File: config.mk
export PLATFORM = sky130hd
export DESIGN_NAME = stable_priority_insert_queue_unit
export DESIGN_NICKNAME = d
export VERILOG_FILES = /design/src/spiq_pkg.sv /design/src/spiq_cell.sv /design/src/stable_priority_insert_queue_unit.sv
export SDC_FILE = /design/constraint.sdc
export NUM_CORES = 2
export LEC_CHECK = 0
export BUFFER_PORTS_ARGS = -buffer_cell sky130_fd_sc_hd__buf_2
export CAP_MARGIN = 20
export CORE_MARGIN = 4
export CORE_UTILIZATION = 67
export DETAILED_ROUTE_END_ITERATION = 10
export GPL_ROUTABILITY_DRIVEN = 0
export GPL_TIMING_DRIVEN = 1
export PLACE_DENSITY = 0.85
export RECOVER_POWER = 50
export SYNTH_ARGS = -nofsm -noshare
export SYNTH_HDL_FRONTEND = slang
export SYNTH_HIERARCHICAL = 1
export SYNTH_SLANG_ARGS = --single-unit
File: constraint.sdc
create_clock -name clk -period 31.8 [get_ports clk]
set_clock_uncertainty 0.1 [all_clocks]
set_input_delay 4.77 -clock clk [delete_from_list [all_inputs] [get_ports clk]]
set_output_delay 4.77 -clock clk [all_outputs]
set_load 0.1 [all_outputs]
File: src/spiq_pkg.sv
// Package: shared constants, codes and types of the stable priority insert queue.
package spiq_pkg;

  localparam int unsigned QUEUE_DEPTH    = 16;
  localparam int unsigned PRIORITY_WIDTH = 8;
  localparam int unsigned PAYLOAD_WIDTH  = 32;
  localparam int unsigned COUNT_WIDTH    = $clog2(QUEUE_DEPTH + 1);

  typedef enum logic [2:0] {
    OP_APPEND      = 3'd0,
    OP_INSERT      = 3'd1,
    OP_REMOVE_HEAD = 3'd2,
    OP_REMOVE_TAIL = 3'd3,
    OP_PEEK        = 3'd4
  } spiq_op_t;

  typedef enum logic [1:0] {
    ST_DONE  = 2'd0,
    ST_FULL  = 2'd1,
    ST_EMPTY = 2'd2
  } spiq_status_t;

  // One queue slot as seen by its neighbours.
  typedef struct packed {
    logic                      occ;
    logic [PRIORITY_WIDTH-1:0] prio;
    logic [PAYLOAD_WIDTH-1:0]  payload;
  } spiq_entry_t;

  // Operation broadcast to every cell; push and pops are already gated by full/empty.
  typedef struct packed {
    logic                      push;
    logic                      by_prio;
    logic                      pop_head;
    logic                      pop_tail;
    logic [PRIORITY_WIDTH-1:0] prio;
    logic [PAYLOAD_WIDTH-1:0]  payload;
  } spiq_cmd_t;

endpackage

File: src/spiq_cell.sv
// Cell: one queue slot that shifts towards the head or the tail with its neighbours.
module spiq_cell (
  input  logic                 clk,
  input  logic                 rst_n,
  input  spiq_pkg::spiq_cmd_t   cmd,
  input  spiq_pkg::spiq_entry_t left_ent,
  input  spiq_pkg::spiq_entry_t right_ent,
  input  logic                 seen_in,
  output logic                 seen_out,
  output spiq_pkg::spiq_entry_t ent,
  output logic                 is_tail
);
  import spiq_pkg::*;

  logic                      occ_r, occ_nxt;
  logic [PRIORITY_WIDTH-1:0] prio_r, prio_nxt;
  logic [PAYLOAD_WIDTH-1:0]  payload_r, payload_nxt;
  logic                      mark;

  // Candidate slot: first free slot, or for an insert the first one holding a greater priority.
  assign mark     = !occ_r || (cmd.by_prio && (prio_r > cmd.prio));
  assign seen_out = seen_in || mark;

  assign ent.occ     = occ_r;
  assign ent.prio    = prio_r;
  assign ent.payload = payload_r;
  assign is_tail     = occ_r && !right_ent.occ;

  always_comb begin
    occ_nxt     = occ_r;
    prio_nxt    = prio_r;
    payload_nxt = payload_r;
    priority if (cmd.push) begin
      if (seen_in) begin
        // shift one place towards the tail
        occ_nxt     = left_ent.occ;
        prio_nxt    = left_ent.prio;
        payload_nxt = left_ent.payload;
      end else if (mark) begin
        occ_nxt     = 1'b1;
        prio_nxt    = cmd.prio;
        payload_nxt = cmd.payload;
      end
    end else if (cmd.pop_head) begin
      occ_nxt     = right_ent.occ;
      prio_nxt    = right_ent.prio;
      payload_nxt = right_ent.payload;
    end else if (cmd.pop_tail) begin
      occ_nxt = occ_r && right_ent.occ;
    end else begin
      // hold the slot
      occ_nxt = occ_r;
    end
  end

  always_ff @(posedge clk) begin
    if (!rst_n) begin
      occ_r <= 1'b0;
    end else begin
      occ_r <= occ_nxt;
    end
  end

  always_ff @(posedge clk) begin
    prio_r    <= prio_nxt;
    payload_r <= payload_nxt;
  end

endmodule

File: src/stable_priority_insert_queue_unit.sv
// Top level: bounded ordered queue of (priority, payload) entries built as a chain of cells.
//
// Use: drive in_opcode, in_item_priority and in_item_payload with start high; the
// item is taken at a rising edge where start is high and busy is low. Opcodes:
// append at tail, priority insert (before the first entry with a strictly greater
// priority, so equal priorities keep arrival order), remove head, remove tail and
// peek; unused codes act as peek.
// Every item gives exactly one result: out_valid is high for one cycle, the cycle
// after acceptance, with status, head and tail entries (zero when empty) and the
// entry count after the operation. The receiver cannot stall; sample on the strobe.
// Throughput: one item per cycle while busy is low. The slot chosen for an insert
// is set in the cycle of acceptance by the compare in every cell and the ripple of
// the "seen" flag along the chain of QUEUE_DEPTH cells.
// A push to a full queue is dropped with status full; a removal from an empty queue
// changes nothing and reports status empty.
// Reset (synchronous, active low) empties the queue and holds busy high while it is
// asserted and through the first cycle after it is released.
module stable_priority_insert_queue_unit (
  input  logic                                clk,
  input  logic                                rst_n,
  input  logic                                start,
  output logic                                busy,
  input  logic [2:0]                          in_opcode,
  input  logic [spiq_pkg::PRIORITY_WIDTH-1:0] in_item_priority,
  input  logic [spiq_pkg::PAYLOAD_WIDTH-1:0]  in_item_payload,
  output logic                                out_valid,
  output logic [1:0]                          out_status,
  output logic                                out_head_valid,
  output logic [spiq_pkg::PRIORITY_WIDTH-1:0] out_head_priority,
  output logic [spiq_pkg::PAYLOAD_WIDTH-1:0]  out_head_payload,
  output logic [spiq_pkg::PRIORITY_WIDTH-1:0] out_tail_priority,
  output logic [spiq_pkg::PAYLOAD_WIDTH-1:0]  out_tail_payload,
  output logic [spiq_pkg::COUNT_WIDTH-1:0]    out_entry_total
);
  import spiq_pkg::*;

  logic                   busy_r;
  logic                   accept;
  logic                   full, empty;
  logic                   want_push, want_pop, is_insert, is_pop_head;
  spiq_cmd_t              cmd;
  spiq_status_t           status_nxt;
  logic                   out_valid_r;
  spiq_status_t           status_r;
  logic [COUNT_WIDTH-1:0] count_r, count_nxt;

  spiq_entry_t            ents      [QUEUE_DEPTH];
  spiq_entry_t            left_ents [QUEUE_DEPTH];
  spiq_entry_t            right_ents[QUEUE_DEPTH];
  logic                   tail_sel  [QUEUE_DEPTH];
  logic [QUEUE_DEPTH:0]   seen;

  // Hold off items during reset and until the registered busy flag clears after it.
  assign busy   = busy_r || !rst_n;
  assign accept = start && !busy;

  // Cells stay packed from the head, so the ends of the chain give full and empty.
  assign full  = ents[QUEUE_DEPTH-1].occ;
  assign empty = !ents[0].occ;

  // Decode the opcode; unused codes behave as peek.
  always_comb begin
    want_push   = 1'b0;
    want_pop    = 1'b0;
    is_insert   = 1'b0;
    is_pop_head = 1'b0;
    unique case (in_opcode)
      OP_APPEND: begin
        want_push = 1'b1;
      end
      OP_INSERT: begin
        want_push = 1'b1;
        is_insert = 1'b1;
      end
      OP_REMOVE_HEAD: begin
        want_pop    = 1'b1;
        is_pop_head = 1'b1;
      end
      OP_REMOVE_TAIL: begin
        want_pop = 1'b1;
      end
      default: begin
      end
    endcase
  end

  // Broadcast the gated operation to every cell and work out status and count.
  always_comb begin
    cmd.push     = accept && want_push && !full;
    cmd.by_prio  = is_insert;
    cmd.pop_head = accept && want_pop && is_pop_head && !empty;
    cmd.pop_tail = accept && want_pop && !is_pop_head && !empty;
    cmd.prio     = in_item_priority;
    cmd.payload  = in_item_payload;

    priority if (want_push && full) begin
      status_nxt = ST_FULL;
    end else if (want_pop && empty) begin
      status_nxt = ST_EMPTY;
    end else begin
      status_nxt = ST_DONE;
    end

    count_nxt = count_r;
    if (cmd.push) begin
      count_nxt = count_r + COUNT_WIDTH'(1);
    end else if (cmd.pop_head || cmd.pop_tail) begin
      count_nxt = count_r - COUNT_WIDTH'(1);
    end
  end

  assign seen[0] = 1'b0;

  for (genvar i = 0; i < QUEUE_DEPTH; i++) begin : g_cell
    if (i == 0) begin : g_first
      assign left_ents[i] = '0;
    end else begin : g_mid_l
      assign left_ents[i] = ents[i-1];
    end
    if (i == QUEUE_DEPTH - 1) begin : g_last
      assign right_ents[i] = '0;
    end else begin : g_mid_r
      assign right_ents[i] = ents[i+1];
    end

    spiq_cell u_cell (
      .clk       (clk),
      .rst_n     (rst_n),
      .cmd       (cmd),
      .left_ent  (left_ents[i]),
      .right_ent (right_ents[i]),
      .seen_in   (seen[i]),
      .seen_out  (seen[i+1]),
      .ent       (ents[i]),
      .is_tail   (tail_sel[i])
    );
  end

  // Tail is the one occupied cell whose neighbour is free: a one-hot OR across the row.
  always_comb begin
    out_tail_priority = '0;
    out_tail_payload  = '0;
    for (int i = 0; i < QUEUE_DEPTH; i++) begin
      out_tail_priority = out_tail_priority | (ents[i].prio & {PRIORITY_WIDTH{tail_sel[i]}});
      out_tail_payload  = out_tail_payload  | (ents[i].payload & {PAYLOAD_WIDTH{tail_sel[i]}});
    end
  end

  // Head straight from the first cell, forced to zero when empty.
  assign out_head_valid    = ents[0].occ;
  assign out_head_priority = ents[0].prio & {PRIORITY_WIDTH{ents[0].occ}};
  assign out_head_payload  = ents[0].payload & {PAYLOAD_WIDTH{ents[0].occ}};
  assign out_entry_total   = count_r;
  assign out_valid         = out_valid_r;
  assign out_status        = status_r;

  always_ff @(posedge clk) begin
    if (!rst_n) begin
      busy_r      <= 1'b1;
      out_valid_r <= 1'b0;
      count_r     <= '0;
    end else begin
      busy_r      <= 1'b0;
      out_valid_r <= accept;
      count_r     <= count_nxt;
    end
  end

  // Status needs no reset: it is only looked at with the strobe.
  always_ff @(posedge clk) begin
    if (accept) begin
      status_r <= status_nxt;
    end
  end

endmodule

* After elaboration in Yosys (flattened, before gate mapping) *
Cells that the tools add are included.

cells by class
  $add $sub $neg = 2
  $lt $le $gt $ge = 16
  equal/unequal tests = 19
  muxes and demuxes = 213
  bitwise logic cells = 64
  reduce and logical (&&, ||, !) cells = 145

operators with widths
  kind                 count
  $mux 32              63
  $and 32x32->32       17
  $mux 8               63
  $or 32x32->32        15
  $and 8x8->8          17
  $gt 8x8->1           16
  $or 8x8->8           15
  $mux 1               84
  $reduce_and 2->1     32
  $logic_and 1x1->1    56
  $ne 3x1->1 const B   15
  $logic_or 1x1->1     32
  $logic_not 1->1      19
  $mux 5               2
  $eq 3x2->1 const B   2
  $add 5x1->5 const B  1
  $sub 5x1->5 const B  1
  $reduce_bool 2->1    2
  $reduce_or 2->1      2
  $eq 3x1->1 const B   1
  $logic_not 3->1      1
  $reduce_bool 3->1    1
  $mux 2               1
  $ne 2x1->1 const B   1

word-level totals
  flip-flop bits (word level) = 665
  bits of input ports = 46
  output and inout port bits = 90
  logic and storage cells = 511

* Depth between registers and ports, before layout *
  depth in word-level cells = 20
  gate-level depth with buffers = 67
  mapped depth without buffers = 52

* Modules after synthesis *
Netlist, hierarchy kept.

modules (own cells, without submodules)
  module                             times used  cells each  area each (µm²)  sequential area each (µm²)
  spiq_cell                          16          218         2353.5           1221.2
  stable_priority_insert_queue_unit  1           515         4065.1           200.2

* Worst setup path before layout *
No wires, ideal clock.

  path kind = input port to flip-flop
  start point = input in_opcode[1]
  end point = register g_cell[15].u_cell.payload_r[0] (enable)
  library setup time = 0.451 ns
  arrival = 15.223 ns
  required time = 31.249 ns
  path slack = 16.027 ns
  stages on the path = 65
  buffers on the path = 15
  cells stage by stage = nor3b_1 o21a_1 nor2_1 a21oi_1 buf_6 nand2b_4 nor2_1 a21oi_1 buf_6 nand2b_4 nor2_1 a21oi_1 buf_6 nand2b_4 nor2_1 a21oi_1 buf_6 nand2b_4 (+29 left out) a21oi_1 buf_6 nand2b_4 nor2_1 a21oi_1 buf_6 nand2b_4 nor2_1 a21oi_1 buf_6 nand2b_4 nor2_1 a21oi_1 buf_6 nand2b_4 or2_1 o22ai_1 a21oi_1

between the ends
  cells in the longest elaborated chain, start to end = 20
  elaborated cells between the ends (all ways) = 64
  classes of those cells = eq/ne (4); mux (4); reduce/logical (56)

ends and longest elaborated chain
  element                            RTL line                                 text
  start, declared                    stable_priority_insert_queue_unit.sv:23  input logic [2:0] in_opcode,
  $eq 3x1->1                         stable_priority_insert_queue_unit.sv:67  unique case (in_opcode)
  $mux 1                             stable_priority_insert_queue_unit.sv:67
  $logic_and 1x1->1                  spiq_cell.sv:21                          assign mark = !occ_r || (cmd.by_prio && (prio_r > cmd.prio));
  $logic_or 1x1->1                   spiq_cell.sv:21
  via seen[1]                        stable_priority_insert_queue_unit.sv:51  logic [QUEUE_DEPTH:0] seen;
  $logic_or 1x1->1                   spiq_cell.sv:22                          assign seen_out = seen_in || mark;
  via seen[2]                        stable_priority_insert_queue_unit.sv:51
  $logic_or 1x1->1                   spiq_cell.sv:22
  via seen[3]                        stable_priority_insert_queue_unit.sv:51
  (+1 left out)                      -
  via seen[4]                        stable_priority_insert_queue_unit.sv:51
  (+1 left out)                      -
  via seen[5]                        stable_priority_insert_queue_unit.sv:51
  (+1 left out)                      -
  via seen[6]                        stable_priority_insert_queue_unit.sv:51
  (+1 left out)                      -
  via seen[7]                        stable_priority_insert_queue_unit.sv:51
  (+1 left out)                      -
  via seen[8]                        stable_priority_insert_queue_unit.sv:51
  (+1 left out)                      -
  via seen[9]                        stable_priority_insert_queue_unit.sv:51
  (+1 left out)                      -
  via seen[10]                       stable_priority_insert_queue_unit.sv:51
  (+1 left out)                      -
  via seen[11]                       stable_priority_insert_queue_unit.sv:51
  (+1 left out)                      -
  via seen[12]                       stable_priority_insert_queue_unit.sv:51
  $logic_or 1x1->1                   spiq_cell.sv:22
  via seen[13]                       stable_priority_insert_queue_unit.sv:51
  $logic_or 1x1->1                   spiq_cell.sv:22
  via seen[14]                       stable_priority_insert_queue_unit.sv:51
  $logic_or 1x1->1                   spiq_cell.sv:22
  via seen[15]                       stable_priority_insert_queue_unit.sv:51
  $ne 3x1->1 (no source line)        -
  $reduce_and 2->1 (no source line)  -
  end signal, assigned               spiq_cell.sv:66                          payload_r <= payload_nxt;
  end, declared                      spiq_cell.sv:17                          logic [PAYLOAD_WIDTH-1:0] payload_r, payload_nxt;

The timed path passes the listed nets, and every way through them passes these cells.
A chain may end at the register's enable or synchronous reset.

* Worst setup path in the final report *
  start point = input in_item_priority[7] (netlist name)
  end point = register g_cell[15].u_cell.payload_r[11] (enable)

between the ends
  cells in the longest elaborated chain, start to end = 19
  elaborated cells between the ends (all ways) = 64
  classes of those cells = order compare (16); eq/ne (1); reduce/logical (47)

ends and longest elaborated chain
  element                            RTL line                                 text
  start, declared                    stable_priority_insert_queue_unit.sv:24  input logic [spiq_pkg::PRIORITY_WIDTH-1:0] in_item_priority,
  $gt 8x8->1                         spiq_cell.sv:21
  $logic_and 1x1->1                  spiq_cell.sv:21
  $logic_or 1x1->1                   spiq_cell.sv:21
  via seen[1]                        stable_priority_insert_queue_unit.sv:51
  $logic_or 1x1->1                   spiq_cell.sv:22
  via seen[2]                        stable_priority_insert_queue_unit.sv:51
  $logic_or 1x1->1                   spiq_cell.sv:22
  via seen[3]                        stable_priority_insert_queue_unit.sv:51
  (+1 left out)                      -
  via seen[4]                        stable_priority_insert_queue_unit.sv:51
  (+1 left out)                      -
  via seen[5]                        stable_priority_insert_queue_unit.sv:51
  (+1 left out)                      -
  via seen[6]                        stable_priority_insert_queue_unit.sv:51
  (+1 left out)                      -
  via seen[7]                        stable_priority_insert_queue_unit.sv:51
  (+1 left out)                      -
  via seen[8]                        stable_priority_insert_queue_unit.sv:51
  (+1 left out)                      -
  via seen[9]                        stable_priority_insert_queue_unit.sv:51
  (+1 left out)                      -
  via seen[10]                       stable_priority_insert_queue_unit.sv:51
  (+1 left out)                      -
  via seen[11]                       stable_priority_insert_queue_unit.sv:51
  (+1 left out)                      -
  via seen[12]                       stable_priority_insert_queue_unit.sv:51
  $logic_or 1x1->1                   spiq_cell.sv:22
  via seen[13]                       stable_priority_insert_queue_unit.sv:51
  $logic_or 1x1->1                   spiq_cell.sv:22
  via seen[14]                       stable_priority_insert_queue_unit.sv:51
  $logic_or 1x1->1                   spiq_cell.sv:22
  via seen[15]                       stable_priority_insert_queue_unit.sv:51
  $ne 3x1->1 (no source line)        -
  $reduce_and 2->1 (no source line)  -

The timed path passes the listed nets, and every way through them passes these cells.

==> impl_metrics.toml <==
[status]
status = "finished with violations"
violations = "max-capacitance violations, max-slew violations"

[hold_path]
hold_path.startpoint = "out_entry_total[4]"
whs_endpoint = "out_entry_total[4]"
holdPathStages = 1
holdCritPathClass = "reg2reg"

[setup_path]
path_buf_inv = 11
worst_r2r_endpoint = "g_cell[15].u_cell/payload_r[11]"
regToRegStartpoint = "g_cell[0].u_cell/prio_r[1]"
worstSetupPathDepth = 62
setup.worst_path.start_class = "input pin"
critPathArrivalTime_ns = 25.99
timing_worst_setup_path_type = "in2reg"
critical_path_required_ns = 31.95
critical-path-max-stage-delay_ns = 3.34
timing.reg2reg.setup_slack_ns = 10.19
critical-path-top-delay-family = "buffers and inverters"
timing.critical_path.fanout_max = 42
number_of_cells_traversed_by_the_worst_register_to_register_path = 60
critical_path.slowest_cell = "sky130_fd_sc_hd__clkbuf_1"
critPathCaptureType = "register"
crit_top_cell = "sky130_fd_sc_hd__a21oi_4"

[grt]
antenna_found_initial = 7
grt_remaining_overflow = 0
grt_first_pass_wirelength_mm = 204
grt_start_max_net_pins = 284
total_global_route_track_usage = 0.403
vias_in_the_first_global_route = 33200

[finish]
fin_nets = 4225
syn_to_layout_area_delta_pct = 7.16
post_route_cells_drive_above_1_share = 0.0566
layout.core_utilization = 0.724

[sta]
post_layout_worst_setup_margin_ns = 5.95
grt_setup_unrepaired = "no"
report.final.slew_viol_count = 1896
final_hold_viol_count = 0
layout_min_cycle_time_ns = 25.85
setup_tns_ns = 0
slew_headroom = -6.21
timing_worst_slew_pin_value_ns = 10.82
clock.fmax_ghz = 0.0387
finalSetupViolations = 0
final.period_utilization = 0.813

[power]
irDropWorstVdd_mv = 0.0438
p_leak_nw = 20.3
pwr_density_cell_mw_per_mm2 = 44.7

[route]
first_iter_violations = 6337
antenna_violating_nets_post_route = 0
route.vias.total = 35000
drt_wl_total_mm = 139
detail_route.drc_violations = 0
drt_first_pass_iters = 7
routed_wire_length_per_instance_um = 28.1
routed_via_density = 7.08

[die]
die_x_um = 258
die-height_um = 258
initial_utilization = 0.676
die_area_mm2 = 0.0663
floorplan.core_area_mm2 = 0.0617
row_count = 91
pin_count = 136

[cts]
clock-sinks = 665
tritoncts = "built"
holdBufCountCts = 0
clock_tree.root_cell = "sky130_fd_sc_hd__clkbuf_16"
ctsHtreeMaxLevel = 3
cts_buffers = 72
clk_pin_slew_worst_paths_ns = 0.05
cts_resized = 0
cts_post_setup_buffers_inserted = 0
insertion_delay_ns = 0.63
cts_max_path_buffers = 3

[synthesis]
syn_inst = 4000
synthesized_area_per_cell_um2 = 10.4
netlist_area_mm2 = 0.0417
ys.warnings.count = 6

[placement]
dp.final_hpwl_mm = 75.7
portBuffers = 135
dp_worst_setup_slack_ns = 11.09

[job]
drv.max_cap_violation_count = 27
worst reg2reg max path, delay by kind of cell (launching register included):
kind | cells | cell delay (ns)
flip-flops | 1 | 0.53
AO/OA/AOI/OAI | 19 | 3.34
adder cells (fa/ha/maj) | 1 | 0.36
buffers and inverters | 9 | 11.85
AND/OR/NAND/NOR | 31 | 5.03
layer usage:
metal	GRT usage	wire length, um	up-vias
met1	0.520	46900	16100
met3	0.120	21400	779
met2	0.598	59900	3019
li1	-	-	15100
met4	0.257	10700	4
met5	0	29	-
worst max-delay path by stage:
stage	from	to	slack, ns
5_1_grt	in_item_priority[7]	g_cell[15].u_cell/payload_r[18]	6.02
6_report	in_item_priority[7]	g_cell[15].u_cell/payload_r[11]	5.95
2_1_floorplan	in_opcode[1]	g_cell[15].u_cell/payload_r[0]	16.04
4_1_cts	in_item_priority[7]	g_cell[15].u_cell/payload_r[11]	11.62
3_3_place_gp	in_item_priority[7]	g_cell[15].u_cell/payload_r[10]	11.37
3_5_place_dp	in_item_priority[6]	g_cell[15].u_cell/payload_r[11]	11.09
report_power, final:
part,internal [W],total (W),leakage (nW),switching [W]
registers,0.000965,0.000975,5.98,0.00000977
logic,0.0000476,0.000202,13.2,0.000154
clock network,0.000466,0.000823,1.08,0.000357
total,0.00148,0.00200,20.3,0.000521
state kept, by name, indices dropped and copies added, names as in the netlist:
name                     count
busy_r                       1
g_cell.u_cell/occ_r         16
g_cell.u_cell/payload_r    512
g_cell.u_cell/prio_r       128
out_entry_total              5
out_status                   2
out_valid                    1
cell type report:
type | count | area (um2)
diodes | 5 | 12.5
clock buffers | 101 | 2020
clock inverters | 26 | 209
fillers | 4379 | 17000
inverters | 148 | 556
multi-input cells | 2962 | 20200
flip-flops and latches | 665 | 19700
well taps | 837 | 1050
repair buffers | 198 | 962
per-stage QoR:
step	hold WS (ns)	instances	cell area (um2)	power (W)
2_1_floorplan	0.450	4083	42000	0.00113
3_3_place_gp	0.341	4809	42800	0.00118
3_5_place_dp	0.371	4809	42800	0.00118
4_1_cts	0.377	4936	45000	0.00199
5_1_grt	0.395	4938	44700	0.00205
6_report	0.380	4942	44700	0.00200
cell usage in the layout, fill, tap and decap left out, types with 35 or more instances in the layout:
cell type,instances
sky130_fd_sc_hd__a21oi_1,710
sky130_fd_sc_hd__a221oi_1,160
sky130_fd_sc_hd__a22o_1,160
sky130_fd_sc_hd__and2_1,41
sky130_fd_sc_hd__buf_2,45
sky130_fd_sc_hd__buf_4,39
sky130_fd_sc_hd__clkbuf_1,136
sky130_fd_sc_hd__clkbuf_16,76
sky130_fd_sc_hd__conb_1,84
sky130_fd_sc_hd__edfxtp_1,642
sky130_fd_sc_hd__ha_1,131
sky130_fd_sc_hd__inv_1,147
sky130_fd_sc_hd__mux2i_1,644
sky130_fd_sc_hd__nand2_1,35
sky130_fd_sc_hd__nand4_1,72
sky130_fd_sc_hd__nor2_1,705
(Power assumes the default switching activity.)
